### src/rtl/separated_decimal_field_parser_macros.svh
// Assertion macros for the separated decimal field parser.
// Expects clk and arst_n in the scope of use.
`ifndef SEPARATED_DECIMAL_FIELD_PARSER_MACROS_SVH
`define SEPARATED_DECIMAL_FIELD_PARSER_MACROS_SVH

// same-cycle implication
`define SDFP_ASSERT_NOW(lbl, ante, cons, msg) \
	lbl: assert property (@(posedge clk) disable iff (!arst_n) (ante) |-> (cons)) \
		else $error(msg);

// next-cycle implication
`define SDFP_ASSERT_NEXT(lbl, ante, cons, msg) \
	lbl: assert property (@(posedge clk) disable iff (!arst_n) (ante) |=> (cons)) \
		else $error(msg);

`endif

### src/rtl/sdfp_pkg.sv
// Shared types and constants of the separated decimal field parser.
// No dependencies.
`timescale 1ns / 1ps
`default_nettype none

package sdfp_pkg;

	localparam logic [7:0]  CH_NEWLINE = 8'h0A;
	localparam logic [7:0]  CH_DOT     = 8'h2E;
	localparam logic [7:0]  CH_SPACE   = 8'h20;
	localparam logic [7:0]  CH_ZERO    = 8'h30;

	localparam logic [2:0]  BYTE_LIMIT = 3'd3;
	localparam logic [2:0]  WORD_LIMIT = 3'd5;
	localparam logic [15:0] BYTE_MASK  = 16'h00FF;
	localparam logic [15:0] WORD_MASK  = 16'hFFFF;

	localparam logic        REG_WORD_MODE  = 1'b0;
	localparam logic        REG_MAX_FIELDS = 1'b1;
	localparam logic [7:0]  MAX_FIELDS_RST = 8'd4;

	localparam int          RQ_DEPTH = 4;
	localparam int          RQ_AW    = $clog2(RQ_DEPTH);
	localparam int          RQ_CW    = $clog2(RQ_DEPTH + 1);

	typedef struct packed {
		logic [15:0] value;
		logic [7:0]  index;
		logic        has_value;
		logic        eor;
		logic [7:0]  count;
	} res_t;

	typedef struct packed {
		logic [15:0] acc;
		logic [2:0]  dc;
		logic [7:0]  sc;
		logic        ended;
	} state_t;

	// up to two results of one item, in order; v1 implies v0
	typedef struct packed {
		logic v0;
		logic v1;
		res_t r0;
		res_t r1;
	} push_t;

endpackage

`default_nettype wire

### src/rtl/sdfp_step.sv
// Per-item parse logic: next state and up to two results.
// Depends on sdfp_pkg.
`timescale 1ns / 1ps
`default_nettype none

module sdfp_step (
	input  wire logic [7:0]      char_in,
	input  wire logic            last_char,
	input  wire logic            word_mode,
	input  wire logic [7:0]      max_fields,
	input  wire sdfp_pkg::state_t cur,
	output sdfp_pkg::state_t     nxt,
	output sdfp_pkg::push_t      push
);

	function automatic sdfp_pkg::res_t end_res(input logic [7:0] sc, input logic [15:0] acc,
			input logic [7:0] maxf, input logic [15:0] mask);
		sdfp_pkg::res_t r;
		r.eor   = 1'b1;
		r.index = sc;
		if (sc < maxf) begin
			r.value     = acc & mask;
			r.has_value = 1'b1;
			r.count     = sc + 8'd1;
		end else begin
			r.value     = 16'h0000;
			r.has_value = 1'b0;
			r.count     = sc;
		end
		return r;
	endfunction

	logic [15:0]      mask;
	logic [2:0]       limit;
	logic             sep;
	logic [15:0]      acc_mul;
	sdfp_pkg::res_t   e;

	assign mask  = word_mode ? sdfp_pkg::WORD_MASK : sdfp_pkg::BYTE_MASK;
	assign limit = word_mode ? sdfp_pkg::WORD_LIMIT : sdfp_pkg::BYTE_LIMIT;
	assign sep   = (char_in == sdfp_pkg::CH_SPACE) ||
	               (!word_mode && char_in == sdfp_pkg::CH_DOT);
	assign acc_mul = {cur.acc[12:0], 3'b000} + {cur.acc[14:0], 1'b0} +
	                 ({8'h00, char_in} - {8'h00, sdfp_pkg::CH_ZERO});

	always_comb begin
		nxt  = cur;
		push = '0;
		e    = '0;
		if (!cur.ended) begin
			if (char_in == sdfp_pkg::CH_NEWLINE) begin
				push.r0 = end_res(cur.sc, cur.acc, max_fields, mask);
				push.v0 = 1'b1;
				nxt.sc    = push.r0.count;
				nxt.acc   = 16'h0000;
				nxt.dc    = 3'd0;
				nxt.ended = 1'b1;
			end else begin
				if (!sep && cur.dc < limit) begin
					nxt.acc = acc_mul & mask;
					nxt.dc  = cur.dc + 3'd1;
				end else begin
					if (cur.sc < max_fields) begin
						push.r0.value     = cur.acc & mask;
						push.r0.index     = cur.sc;
						push.r0.has_value = 1'b1;
						push.r0.eor       = 1'b0;
						push.r0.count     = 8'd0;
						push.v0           = 1'b1;
						nxt.sc            = cur.sc + 8'd1;
					end
					nxt.acc = 16'h0000;
					nxt.dc  = 3'd0;
				end
				if (last_char) begin
					e = end_res(nxt.sc, nxt.acc, max_fields, mask);
					if (push.v0) begin
						push.r1 = e;
						push.v1 = 1'b1;
					end else begin
						push.r0 = e;
						push.v0 = 1'b1;
					end
				end
			end
		end
		if (last_char) begin
			nxt = '0;
		end
	end

endmodule

`default_nettype wire

### src/rtl/sdfp_rq.sv
// Result queue: takes up to two results a cycle, hands out one.
// Depends on sdfp_pkg.
`timescale 1ns / 1ps
`default_nettype none

module sdfp_rq (
	input  wire logic            clk,
	input  wire logic            arst_n,
	input  wire sdfp_pkg::push_t push,
	input  wire logic            pop,
	output logic                 head_valid,
	output sdfp_pkg::res_t       head,
	output logic                 room
);

	sdfp_pkg::res_t                 mem_q [sdfp_pkg::RQ_DEPTH];
	logic [sdfp_pkg::RQ_AW-1:0]     wp_q;
	logic [sdfp_pkg::RQ_AW-1:0]     rp_q;
	logic [sdfp_pkg::RQ_CW-1:0]     cnt_q;
	logic [sdfp_pkg::RQ_CW-1:0]     n_push;

	assign n_push     = sdfp_pkg::RQ_CW'(push.v0) + sdfp_pkg::RQ_CW'(push.v1);
	assign head_valid = (cnt_q != '0);
	assign head       = mem_q[rp_q];
	// room for two more, judged on the registered count only
	assign room       = (cnt_q <= sdfp_pkg::RQ_CW'(sdfp_pkg::RQ_DEPTH - 2));

	always_ff @(posedge clk) begin
		if (push.v0) begin
			mem_q[wp_q] <= push.r0;
		end
		if (push.v1) begin
			mem_q[wp_q + sdfp_pkg::RQ_AW'(1)] <= push.r1;
		end
	end

	always_ff @(posedge clk or negedge arst_n) begin
		if (!arst_n) begin
			wp_q  <= '0;
			rp_q  <= '0;
			cnt_q <= '0;
		end else begin
			wp_q  <= wp_q + n_push[sdfp_pkg::RQ_AW-1:0];
			if (pop) begin
				rp_q <= rp_q + sdfp_pkg::RQ_AW'(1);
			end
			cnt_q <= cnt_q + n_push - sdfp_pkg::RQ_CW'(pop);
		end
	end

endmodule

`default_nettype wire

### src/rtl/separated_decimal_field_parser.sv
// An item is registered in the input stage and parsed there; its results are written into
// the result queue and offered from its head.
// Throughput: one item per cycle while items give at most one result; an item with two
// results is handed out one result at a time. Input is held off when the four-entry result
// queue has fewer than two free slots.
// Reset (arst_n low, asynchronous): parse state cleared, word_mode 0, max_fields 4.
`timescale 1ns / 1ps
`default_nettype none
`include "separated_decimal_field_parser_macros.svh"

module separated_decimal_field_parser (
	input  wire logic        clk,
	input  wire logic        arst_n,
	input  wire logic        s_tvalid,
	output logic             s_tready,
	input  wire logic [7:0]  s_tdata,   // char_in
	input  wire logic        s_tlast,   // last_char
	output logic             m_tvalid,
	input  wire logic        m_tready,
	output logic [31:0]      m_tdata,   // field_value[15:0], field_index[23:16], field_count[31:24]
	output logic             m_tlast,   // end_of_record
	output logic             m_tuser,   // has_value
	input  wire logic        cfg_valid,
	output logic             cfg_ready,
	input  wire logic        cfg_index,
	input  wire logic [7:0]  cfg_data
);

	logic               v_s1;
	logic [7:0]         char_s1;
	logic               last_s1;
	logic               word_mode_q;
	logic [7:0]         max_fields_q;
	sdfp_pkg::state_t   state_q;
	sdfp_pkg::state_t   state_nxt;
	sdfp_pkg::push_t    step_push;
	sdfp_pkg::push_t    rq_push;
	sdfp_pkg::res_t     head;
	logic               room;
	logic               adv;

	assign cfg_ready = 1'b1;
	assign adv       = v_s1 && room;
	assign s_tready  = !v_s1 || room;

	always_ff @(posedge clk or negedge arst_n) begin
		if (!arst_n) begin
			word_mode_q  <= 1'b0;
			max_fields_q <= sdfp_pkg::MAX_FIELDS_RST;
		end else if (cfg_valid) begin
			unique case (cfg_index)
				sdfp_pkg::REG_WORD_MODE:  word_mode_q  <= cfg_data[0];
				sdfp_pkg::REG_MAX_FIELDS: max_fields_q <= cfg_data;
				default: ;
			endcase
		end
	end

	always_ff @(posedge clk or negedge arst_n) begin
		if (!arst_n) begin
			v_s1 <= 1'b0;
		end else if (s_tready) begin
			v_s1 <= s_tvalid;
		end
	end

	always_ff @(posedge clk) begin
		if (s_tvalid && s_tready) begin
			char_s1 <= s_tdata;
			last_s1 <= s_tlast;
		end
	end

	always_ff @(posedge clk or negedge arst_n) begin
		if (!arst_n) begin
			state_q <= '0;
		end else if (adv) begin
			state_q <= state_nxt;
		end
	end

	sdfp_step u_step (
		.char_in    (char_s1),
		.last_char  (last_s1),
		.word_mode  (word_mode_q),
		.max_fields (max_fields_q),
		.cur        (state_q),
		.nxt        (state_nxt),
		.push       (step_push)
	);

	always_comb begin
		rq_push    = step_push;
		rq_push.v0 = step_push.v0 && adv;
		rq_push.v1 = step_push.v1 && adv;
	end

	sdfp_rq u_rq (
		.clk        (clk),
		.arst_n     (arst_n),
		.push       (rq_push),
		.pop        (m_tvalid && m_tready),
		.head_valid (m_tvalid),
		.head       (head),
		.room       (room)
	);

	assign m_tdata = {head.count, head.index, head.value};
	assign m_tlast = head.eor;
	assign m_tuser = head.has_value;

	`SDFP_ASSERT_NOW(a_end_count, m_tvalid && m_tlast && m_tuser, m_tdata[31:24] == m_tdata[23:16] + 8'd1, "end item with value has wrong count")
	`SDFP_ASSERT_NOW(a_novalue_end, m_tvalid && !m_tuser, m_tlast && m_tdata[15:0] == 16'h0000, "item without value is not an empty end item")
	`SDFP_ASSERT_NEXT(a_last_clears, adv && last_s1, state_q == '0, "parse state not cleared after last item")

endmodule

`default_nettype wire

### config.mk
export PLATFORM = sky130hd
export DESIGN_NAME = separated_decimal_field_parser
export DESIGN_NICKNAME = d
export VERILOG_FILES = /design/src/rtl/sdfp_pkg.sv /design/src/rtl/sdfp_step.sv /design/src/rtl/sdfp_rq.sv /design/src/rtl/separated_decimal_field_parser.sv
export VERILOG_INCLUDE_DIRS = /design/src /design/src/rtl
export SDC_FILE = /design/constraint.sdc
export NUM_CORES = 1
export LEC_CHECK = 0
export BUFFER_PORTS_ARGS = -buffer_cell sky130_fd_sc_hd__buf_4
export CORE_MARGIN = 2
export CORE_UTILIZATION = 50
export CTS_BUF_LIST = sky130_fd_sc_hd__clkbuf_2
export CTS_CLUSTER_DIAMETER = 50
export CTS_CLUSTER_SIZE = 14
export DETAILED_ROUTE_END_ITERATION = 12
export HOLD_SLACK_MARGIN = 0.1
export PLACE_DENSITY = 0.67
export SYNTH_ARGS = -nofsm -noshare
export SYNTH_HDL_FRONTEND = slang
export SYNTH_HIERARCHICAL = 1
export SYNTH_SLANG_ARGS = --single-unit
### constraint.sdc
create_clock -name clk -period 6.9 [get_ports clk]
set_input_delay 0 -clock clk [delete_from_list [all_inputs] [get_ports clk]]
set_output_delay 0 -clock clk [all_outputs]
set_load 0.005 [all_outputs]
==> tab_implementation.tex, run 1 <==
\begin{tabular}{lr}
\hline
Metric & Value \\
\hline
\multicolumn{2}{l}{\textbf{Clocking}} \\
\quad Total clock buffers created by CTS & 17 \\
\quad H-tree depth & 4 \\
\quad Worst-path clk slew & 300 ps \\
\quad Clk Latency, worst-skew pair & roughly 800 ps \\
\quad Sink count of the clock tree & 190 \\
\quad Post-cts gate resize count & 0 \\
\quad CTS max path bufs & 2 \\
\quad CTS tree & yes \\
\quad Buffer type at the clock tree root & sky130\_fd\_sc\_hd\_\_clkbuf\_2 \\
\multicolumn{2}{l}{\textbf{Setup path}} \\
\quad Cell family contributing the most delay on the critical path & compound AO/OA/AOI/OAI gates \\
\quad Kind of critical path & register to register \\
\quad Slowest stage cell, crit path & sky130\_fd\_sc\_hd\_\_dfrtp\_1 \\
\quad Cell chain of the critical path & ha\_1, a21o\_1, a21oi\_1, and2\_4, nor4b\_4, xnor2\_1, inv\_1, ha\_1, a21o\_1, a21oi\_1, o221ai\_1, a21oi\_1, o211ai\_1, nor3\_2, a211oi\_1, mux2i\_1, mux2\_2 \\
\quad Critical path peak fanout & 12 \\
\quad Most frequent CP cell & sky130\_fd\_sc\_hd\_\_a21oi\_1 \\
\quad Biggest cell delay along the critical path & 550 ps \\
\quad Arrival @ worst endpoint & 5840 ps \\
\quad Endpoint kind of the worst setup timing path & register \\
\quad Buffer and inverter count on the worst path & 1 \\
\quad Startpoint type of the worst setup path & register \\
\quad Worst EP required & $\sim$7500 ps \\
\multicolumn{2}{l}{\textbf{Global route}} \\
\quad Number of antenna violations at the first check in global routing & 1 \\
\quad Total congestion overflow & 0 \\
\quad Via count of the first global-routing pass & 7790 \\
\quad Global-route track usage on met1 & between 30\% and 40\% \\
\quad Overall fraction of global-route tracks in use & about 22\% \\
\quad Met3 Usage GRT & 3.16\% \\
\quad Met2 track demand over resource & a little over a third \\
\quad Wire length of the first global-routing pass & about 43000 µm \\
\quad GRT busiest layer & met2 \\
\quad Pin count of the biggest net entering global routing & 46 \\
\multicolumn{2}{l}{\textbf{Timing}} \\
\quad RSZ-0062 raised after global routing & false \\
\quad Final hold violation count & 0 \\
\quad Tightest Pin Transition & 1090 ps \\
\quad Number of setup violations in the final report & 0 \\
\quad Fin Setup TNS & 0 ps \\
\quad Clk\_skew & 65.8 ps \\
\quad Max transition margin & 26.8\% \\
\quad Final period utilization & 76.4\% \\
\quad Max Clock Freq & 190 MHz \\
\quad Post-route minimum period & 5270 ps \\
\quad Fin. max-slew vios & 0 \\
\multicolumn{2}{l}{\textbf{Synth}} \\
\quad Post-synthesis sequential area ratio & approximately 46\% \\
\quad Cell Area, Synth & 12000 µm² \\
\quad Number of synthesis warnings & 6 \\
\quad Most used DFF post-synth & sky130\_fd\_sc\_hd\_\_edfxtp\_1 \\
\quad Count of state elements after synthesis & 190 \\
\quad Synth Instances & 929 \\
\quad Mean Syn Cell Area & 12.9 µm² \\
\quad Post-synthesis cell type count & 76 \\
\quad Number of enable flip-flop cells after synthesis & 145 \\
\quad Async SR Flop Fraction & 23.7\% \\
\multicolumn{2}{l}{\textbf{Cells and area}} \\
\quad Layout Nets & about 1100 \\
\quad Growth of design area from synthesis to finish & 12.0\% \\
\quad Final core occ & 57.1\% \\
\quad Combined area of the multi-input logic cells & about 6000 µm² \\
\quad Number of fillers in the final layout & slightly below 2000 \\
\quad Fraction of layout cells with a size suffix above 1 & 32.8\% \\
\quad FF+latch area & 5480 µm² \\
\multicolumn{2}{l}{\textbf{Placement}} \\
\quad Final HPWL DP & 18000 µm \\
\quad Port buffer count & 58 \\
\quad Placer Congestion & 0.897 \\
\multicolumn{2}{l}{\textbf{Min path}} \\
\quad Worst min-delay path class & input pin to asynchronous set/reset pin \\
\multicolumn{2}{l}{\textbf{Detailed routing}} \\
\quad Total Wirelength & 26900 µm \\
\quad Total vias in the final route & 7782 \\
\quad Antenna Violating Nets Remaining & 0 \\
\quad Routed WL per cell & 19.8 µm \\
\quad DRC violations left & 0 \\
\quad DR iter-0 viols & 550 \\
\quad Detail-routed via count per cell & around 5.7 \\
\quad Number of iterations in the first detailed-routing pass & 5 \\
\multicolumn{2}{l}{\textbf{Power and ir drop}} \\
\quad Areal power density over the cells & 370 nW/µm² \\
\quad IR drop worst, VDD & 0.000185 V \\
\quad Leak & 5.53 nW \\
\multicolumn{2}{l}{\textbf{Die}} \\
\quad I/O pins & 60 \\
\quad Placeable core region & roughly 23000 µm² \\
\quad Placement row count & 56 \\
\quad Chip Height & 159 µm \\
\quad Die boundary width & approximately 160 µm \\
\quad Initial core utilization & 51.0\% \\
\quad Die footprint & about 25000 µm² \\
\multicolumn{2}{l}{\textbf{Outcome}} \\
\quad Run status & completed \\
\multicolumn{2}{l}{\textbf{Run}} \\
\quad Number of violations of the max-capacitance limit & 0 \\
\hline
\end{tabular}
kinds of logic (layout without fill, tap and decap cells):
logic type	Yosys count	in the layout	synth area share [%]
AO/OA/AOI/OAI	107	107	6.03
AND/OR/NAND/NOR	213	213	9.59
adder cells (fa/ha/maj)	57	57	6.84
buffers and inverters	103	195	4.57
flip-flops	190	190	45.8
other	2	18	0.0628
XOR/XNOR	41	41	3.00
multiplexers	216	216	24.1
cell usage in the layout, fill, tap and decap left out, types with 3 or more instances in the layout:
cell / count
sky130_fd_sc_hd__dlygate4sd3_1: 51
sky130_fd_sc_hd__buf_4: 72
sky130_fd_sc_hd__clkbuf_2: 17
sky130_fd_sc_hd__mux2i_1: 8
sky130_fd_sc_hd__a21o_1: 13
sky130_fd_sc_hd__conb_1: 17
sky130_fd_sc_hd__or3_1: 3
sky130_fd_sc_hd__a22o_1: 5
sky130_fd_sc_hd__a31oi_1: 4
sky130_fd_sc_hd__nand2b_1: 6
sky130_fd_sc_hd__o21ai_0: 16
sky130_fd_sc_hd__nor4_1: 3
sky130_fd_sc_hd__a211oi_1: 3
sky130_fd_sc_hd__nor2b_1: 5
sky130_fd_sc_hd__o31ai_1: 4
sky130_fd_sc_hd__mux2_4: 20
sky130_fd_sc_hd__dfrtp_1: 43
sky130_fd_sc_hd__nand3_1: 13
sky130_fd_sc_hd__a22oi_1: 3
sky130_fd_sc_hd__fa_1: 14
sky130_fd_sc_hd__nand2_1: 49
sky130_fd_sc_hd__a32o_1: 3
sky130_fd_sc_hd__and3_1: 3
sky130_fd_sc_hd__edfxtp_1: 145
sky130_fd_sc_hd__a2bb2oi_1: 4
sky130_fd_sc_hd__and2_1: 13
sky130_fd_sc_hd__xor2_1: 8
sky130_fd_sc_hd__xnor2_1: 33
sky130_fd_sc_hd__nor2_1: 62
sky130_fd_sc_hd__mux2_2: 152
sky130_fd_sc_hd__a21oi_1: 32
sky130_fd_sc_hd__and4_1: 4
sky130_fd_sc_hd__nand4_1: 8
sky130_fd_sc_hd__inv_1: 38
sky130_fd_sc_hd__nor3_1: 16
sky130_fd_sc_hd__mux4_2: 34
sky130_fd_sc_hd__inv_8: 6
sky130_fd_sc_hd__ha_1: 43
worst register-to-register path: cells and delay by family (launching register included):
family                     cells  cell delay (ps)
adders and majority gates      2              680
muxes                          2              540
xor gates and xnor gates       1              480
buffers and inverters          1              200
DFF                            1              550
and+or+nand+nor                3              860
AOI/OAI and AO/OA              8             1750
synth_stat cells, types with 5 or more instances:
library cell | count | area [µm²]
sky130_fd_sc_hd__a21o_1 | 13 | 97.6
sky130_fd_sc_hd__a21oi_1 | 32 | 160
sky130_fd_sc_hd__a22o_1 | 5 | 43.8
sky130_fd_sc_hd__and2_1 | 13 | 81.3
sky130_fd_sc_hd__buf_2 | 18 | 90.1
sky130_fd_sc_hd__buf_4 | 24 | 180
sky130_fd_sc_hd__clkbuf_1 | 14 | 52.6
sky130_fd_sc_hd__dfrtp_1 | 44 | 1100
sky130_fd_sc_hd__edfxtp_1 | 145 | 4350
sky130_fd_sc_hd__fa_1 | 14 | 280
sky130_fd_sc_hd__ha_1 | 43 | 538
sky130_fd_sc_hd__inv_1 | 38 | 143
sky130_fd_sc_hd__mux2_2 | 152 | 1710
sky130_fd_sc_hd__mux2_4 | 20 | 300
sky130_fd_sc_hd__mux2i_1 | 8 | 80.1
sky130_fd_sc_hd__mux4_2 | 34 | 766
sky130_fd_sc_hd__nand2_1 | 49 | 184
sky130_fd_sc_hd__nand2b_1 | 6 | 37.5
sky130_fd_sc_hd__nand3_1 | 13 | 65.1
sky130_fd_sc_hd__nand4_1 | 8 | 50.1
sky130_fd_sc_hd__nor2_1 | 64 | 240
sky130_fd_sc_hd__nor2b_1 | 5 | 31.3
sky130_fd_sc_hd__nor3_1 | 16 | 80.1
sky130_fd_sc_hd__o21ai_0 | 18 | 90.1
sky130_fd_sc_hd__xnor2_1 | 33 | 289
sky130_fd_sc_hd__xor2_1 | 8 | 70.1
routing by layer:
layer	share of wire, %	vias up
li1	-	3621
met1	46	3939
met2	48	194
met3	4.2	28
met4	1.3	0
met5	0	-
registers in the layout, indices dropped and copies added (netlist names):
| register | count |
|---|---|
| state_q | 28 |
| last_s1 | 1 |
| u_rq/mem_q | 136 |
| char_s1 | 8 |
| v_s1 | 1 |
| u_rq/wp_q | 2 |
| u_rq/cnt_q | 3 |
| max_fields_q | 8 |
| u_rq/rp_q | 2 |
| word_mode_q | 1 |
layout make-up:
type / count / share of cell area (%)
clock buffers: 17 / 0.635
well taps: 319 / 2.98
repair buffers: 124 / 8.05
multi-input cells: 651 / 45.0
inverters: 40 / 1.12
flip-flops and latches: 190 / 40.9
diodes: 1 / 0.0187
clock inverters: 14 / 1.28
path summary, 6_finish.rpt:
path | depth (start not counted) | start | slack [ps] | to
setup reg to reg | 17 | word_mode_q | 1630 | u_rq/mem_q[3][5]
hold / removal | 4 | arst_n | 180 | max_fields_q[5]
max in group asynchronous | 4 | arst_n | 6450 | u_rq/cnt_q[2]
hold reg to reg | 1 | u_rq/cnt_q[2] | 530 | u_rq/cnt_q[2]
setup / recovery | 17 | word_mode_q | 1630 | u_rq/mem_q[3][5]
min in group clk | 3 | s_tvalid | 400 | char_s1[6]
where the power goes:
group          switching (mW)  internal (mW)
Combinational            1.34           1.28
Sequential              0.159           1.59
Clock                   0.442          0.154
Total                    1.94           3.02
metrics by stage:
| stage | hold WS (ps) | setup slack [ps] | cell area [µm²] | power, mW | std cells |
|---|---|---|---|---|---|
| floorplan | -296 | 1410 | 12000 | 3.64 | 944 |
| global placement | 41.6 | 1880 | 12600 | 4.31 | 1272 |
| detailed placement | 46.4 | 1800 | 12600 | 4.35 | 1272 |
| CTS | 139 | 1740 | 13400 | 4.98 | 1355 |
| global route | 181 | 1290 | 13400 | 5.31 | 1356 |
| finish | 181 | 1630 | 13400 | 4.96 | 1356 |
what timing repair did:
item                                   CTS  global route
setup buffers                            0             0
endpoints found under the hold margin   78             0
hold buffers                            52             0
(Power assumes the default switching activity.)
==> run 2: changes to the inputs <==
==> constraint.sdc (replaced) <==
create_clock -name clk -period 5.05 [get_ports clk]
set_input_delay 0 -clock clk [delete_from_list [all_inputs] [get_ports clk]]
set_output_delay 0 -clock clk [all_outputs]
set_load 0.005 [all_outputs]
==> run 2 against run 1 <==
Compared with the run above:
- hold slack gained 190 ps
- critical path depth is the same
- register-to-register slack lost 1300 ps
- maximum frequency grew 11%
- setup slack lost 1300 ps
- sequential power grew 41%
- global-route usage grew 0.47 points
- non-clock buffer count grew 24
==> tab_implementation.tex, run 2 (same netlist as run 1, synthesis figures left out) <==
\begin{tabular}{lr}
\hline
Metric & Value \\
\hline
\multicolumn{2}{l}{\textbf{Cells and area}} \\
\quad Register containing the most flip-flops in the final layout & u\_rq/mem\_q \\
\quad Fraction of layout cells with a size suffix above 1 & 34.7\% \\
\quad Growth of design area from synthesis to finish & 14.0\% \\
\quad Most common cell after layout, fill and taps aside & sky130\_fd\_sc\_hd\_\_mux2\_2 \\
\quad Registers with the most flip-flops & u\_rq/mem\_q: 136 flops, state\_q: 28 flops \\
\quad Layout Nets & roughly 1100 \\
\quad Max FFs per register & 136 \\
\quad Highest-count cells in the layout ignoring fill and taps & sky130\_fd\_sc\_hd\_\_mux2\_2 (152), sky130\_fd\_sc\_hd\_\_edfxtp\_1 (145), sky130\_fd\_sc\_hd\_\_buf\_4 (93) \\
\quad Final core occ & between 50\% and 60\% \\
\multicolumn{2}{l}{\textbf{Timing}} \\
\quad Fin Hold WS & approximately 370 ps \\
\quad Fin. max-slew vios & 0 \\
\quad Final period utilization & 93.9\% \\
\quad Clk\_skew & 54.7 ps \\
\quad Post-route minimum period & 4740 ps \\
\quad Max Clock Freq & 211 MHz \\
\quad Max transition margin & 41.4\% \\
\quad Final hold violation count & 0 \\
\quad Fin worst setup slack & 308 ps \\
\quad Tightest Pin Transition & $\sim$880 ps \\
\quad Number of setup violations in the final report & 0 \\
\quad RSZ-0062 raised after global routing & false \\
\multicolumn{2}{l}{\textbf{Setup path}} \\
\quad Critical path peak fanout & 10 \\
\quad Slowest stage cell, crit path & sky130\_fd\_sc\_hd\_\_dfstp\_2 \\
\quad Logic depth of the worst register-to-register path & 17 \\
\quad Cell family contributing the most delay on the critical path & compound AO/OA/AOI/OAI gates \\
\quad Biggest cell delay along the critical path & 610 ps \\
\quad Kind of critical path & register to register \\
\quad Buffer and inverter count on the worst path & 2 \\
\quad Arrival @ worst endpoint & 5330 ps \\
\quad Endpoint kind of the worst setup timing path & register \\
\quad Cell count along the critical path & 17 \\
\quad Worst EP required & around 5600 ps \\
\quad Cell chain of the critical path & inv\_1, ha\_1, a2111o\_1, and3\_4, nor4\_4, xnor2\_1, inv\_1, ha\_1, a21o\_1, a21oi\_1, o221ai\_1, a21oi\_1, o211ai\_1, nor3\_2, a211oi\_1, mux2i\_1, mux2\_2 \\
\quad Startpoint type of the worst setup path & register \\
\multicolumn{2}{l}{\textbf{Placement}} \\
\quad Setup slack at placement & 337 ps \\
\quad Final HPWL DP & 19000 µm \\
\quad Placer Congestion & 0.871 \\
\quad Port buffer count & 58 \\
\multicolumn{2}{l}{\textbf{Clocking}} \\
\quad Worst-path clk slew & 350 ps \\
\quad CTS max path bufs & 2 \\
\quad Buffer type at the clock tree root & sky130\_fd\_sc\_hd\_\_clkbuf\_2 \\
\quad Post-CTS Setup Bufs & 0 \\
\quad Sink count of the clock tree & 190 \\
\quad Total clock buffers created by CTS & 17 \\
\quad H-tree depth & 4 \\
\quad Clk Latency, worst-skew pair & 810 ps \\
\quad CTS tree & yes \\
\multicolumn{2}{l}{\textbf{Detailed routing}} \\
\quad Routed WL per cell & 19.7 µm \\
\quad Antenna Violating Nets Remaining & 0 \\
\quad Number of iterations in the first detailed-routing pass & 5 \\
\quad Total Wirelength & between 20000 and 30000 µm \\
\quad DR iter-0 viols & 580 \\
\quad Total vias in the final route & 7788 \\
\quad Detail-routed via count per cell & 5.64 \\
\quad DRC violations left & 0 \\
\multicolumn{2}{l}{\textbf{Power and ir drop}} \\
\quad IR drop worst, VDD & 0.000217 V \\
\quad Design Power & a little under 7 mW \\
\quad Areal power density over the cells & between 500 and 600 nW/µm² \\
\quad Leak & 5.67 nW \\
\multicolumn{2}{l}{\textbf{Global route}} \\
\quad Overall fraction of global-route tracks in use & between 20\% and 30\% \\
\quad Total congestion overflow & 0 \\
\quad Number of antenna violations at the first check in global routing & 1 \\
\quad Wire length of the first global-routing pass & between 40000 and 50000 µm \\
\quad Via count of the first global-routing pass & 7887 \\
\quad Pin count of the biggest net entering global routing & between 40 and 50 \\
\multicolumn{2}{l}{\textbf{Die}} \\
\quad Placeable core region & 23500 µm² \\
\quad Die boundary width & 159 µm \\
\quad Placement row count & 56 \\
\quad I/O pins & 60 \\
\quad Die footprint & 25200 µm² \\
\quad Chip Height & 159 µm \\
\quad Initial core utilization & 51.0\% \\
\multicolumn{2}{l}{\textbf{Min path}} \\
\quad WHS Path Cells & 3 \\
\quad Worst min-delay path class & input pin to register \\
\multicolumn{2}{l}{\textbf{Run}} \\
\quad Number of violations of the max-capacitance limit & 0 \\
\multicolumn{2}{l}{\textbf{Outcome}} \\
\quad Run status & completed \\
\hline
\end{tabular}
[run 2: changes by cell type in the layout (fill, tap and decap cells not counted), sizes merged]
cell,before,now
buf,73,96
clkinv,4,10
clkinvlp,2,0
inv,47,45
bufinv,1,0
dlygate4sd3,51,52
[run 2: final timing paths]
kind | from | to | slack (ps)
worst max-delay path | max_fields_q[2] | u_rq/mem_q[2][5] | 310
worst min-delay path | s_tvalid | char_s1[5] | 370
worst max register to register | max_fields_q[2] | u_rq/mem_q[2][5] | 310
worst min register to register | u_rq/cnt_q[2] | u_rq/cnt_q[2] | 520
max in group asynchronous | arst_n | u_rq/rp_q[0] | 4070
min in group asynchronous | arst_n | max_fields_q[5] | 680
[run 2: timing repair]
| action | in CTS | in global routing |
|---|---|---|
| hold buffers | 53 | 0 |
| hold endpoints to repair | 78 | 0 |
| setup endpoints to repair | 0 | 36 |
| gates resized for setup | 0 | 4 |
[run 2: per-layer routing]
metal | global-route usage [%] | vias to the layer above | wire, µm
li1 | - | 3676 | -
met2 | 37.0 | 198 | 13000
met1 | 33.1 | 3892 | 12800
met3 | 2.78 | 22 | 1040
met4 | 4.98 | 0 | 292
met5 | 0 | - | 0
[run 2: area by class of cell]
class / instances / area [µm²]
fillers: 1946 / 9840
multi-input cells: 651 / 6040
flip-flops and latches: 190 / 5480
repair buffers: 148 / 1290
well taps: 319 / 399
clock inverters: 15 / 193
inverters: 40 / 150
clock buffers: 17 / 85.1
diodes: 1 / 2.50
[run 2: stage by stage]
stage	setup TNS, ps	instances	area (µm²)
floorplan	-29710	944	12000
global placement	0	1295	12800
detailed placement	0	1295	12800
CTS	0	1380	13600
global route	0	1381	13600
finish	0	1381	13600
[run 2: worst reg2reg max path, cell delays in order, from the launching register on]
cell and delay, ps:
sky130_fd_sc_hd__dfstp_2 610, sky130_fd_sc_hd__inv_1 60, sky130_fd_sc_hd__ha_1 200, sky130_fd_sc_hd__a2111o_1 370, sky130_fd_sc_hd__and3_4 230, sky130_fd_sc_hd__nor4_4 300, sky130_fd_sc_hd__xnor2_1 250, sky130_fd_sc_hd__inv_1 200
sky130_fd_sc_hd__ha_1 330, sky130_fd_sc_hd__a21o_1 160, sky130_fd_sc_hd__a21oi_1 140, sky130_fd_sc_hd__o221ai_1 270, sky130_fd_sc_hd__a21oi_1 210, sky130_fd_sc_hd__o211ai_1 150, sky130_fd_sc_hd__nor3_2 380, sky130_fd_sc_hd__a211oi_1 180
sky130_fd_sc_hd__mux2i_1 190, sky130_fd_sc_hd__mux2_2 310
[run 2: power breakdown]
part,internal [mW],leakage (nW),switching (mW)
logic,1.82,3.60,1.80
registers,2.17,1.92,0.289
clock network,0.177,0.159,0.634
total,4.16,5.67,2.72
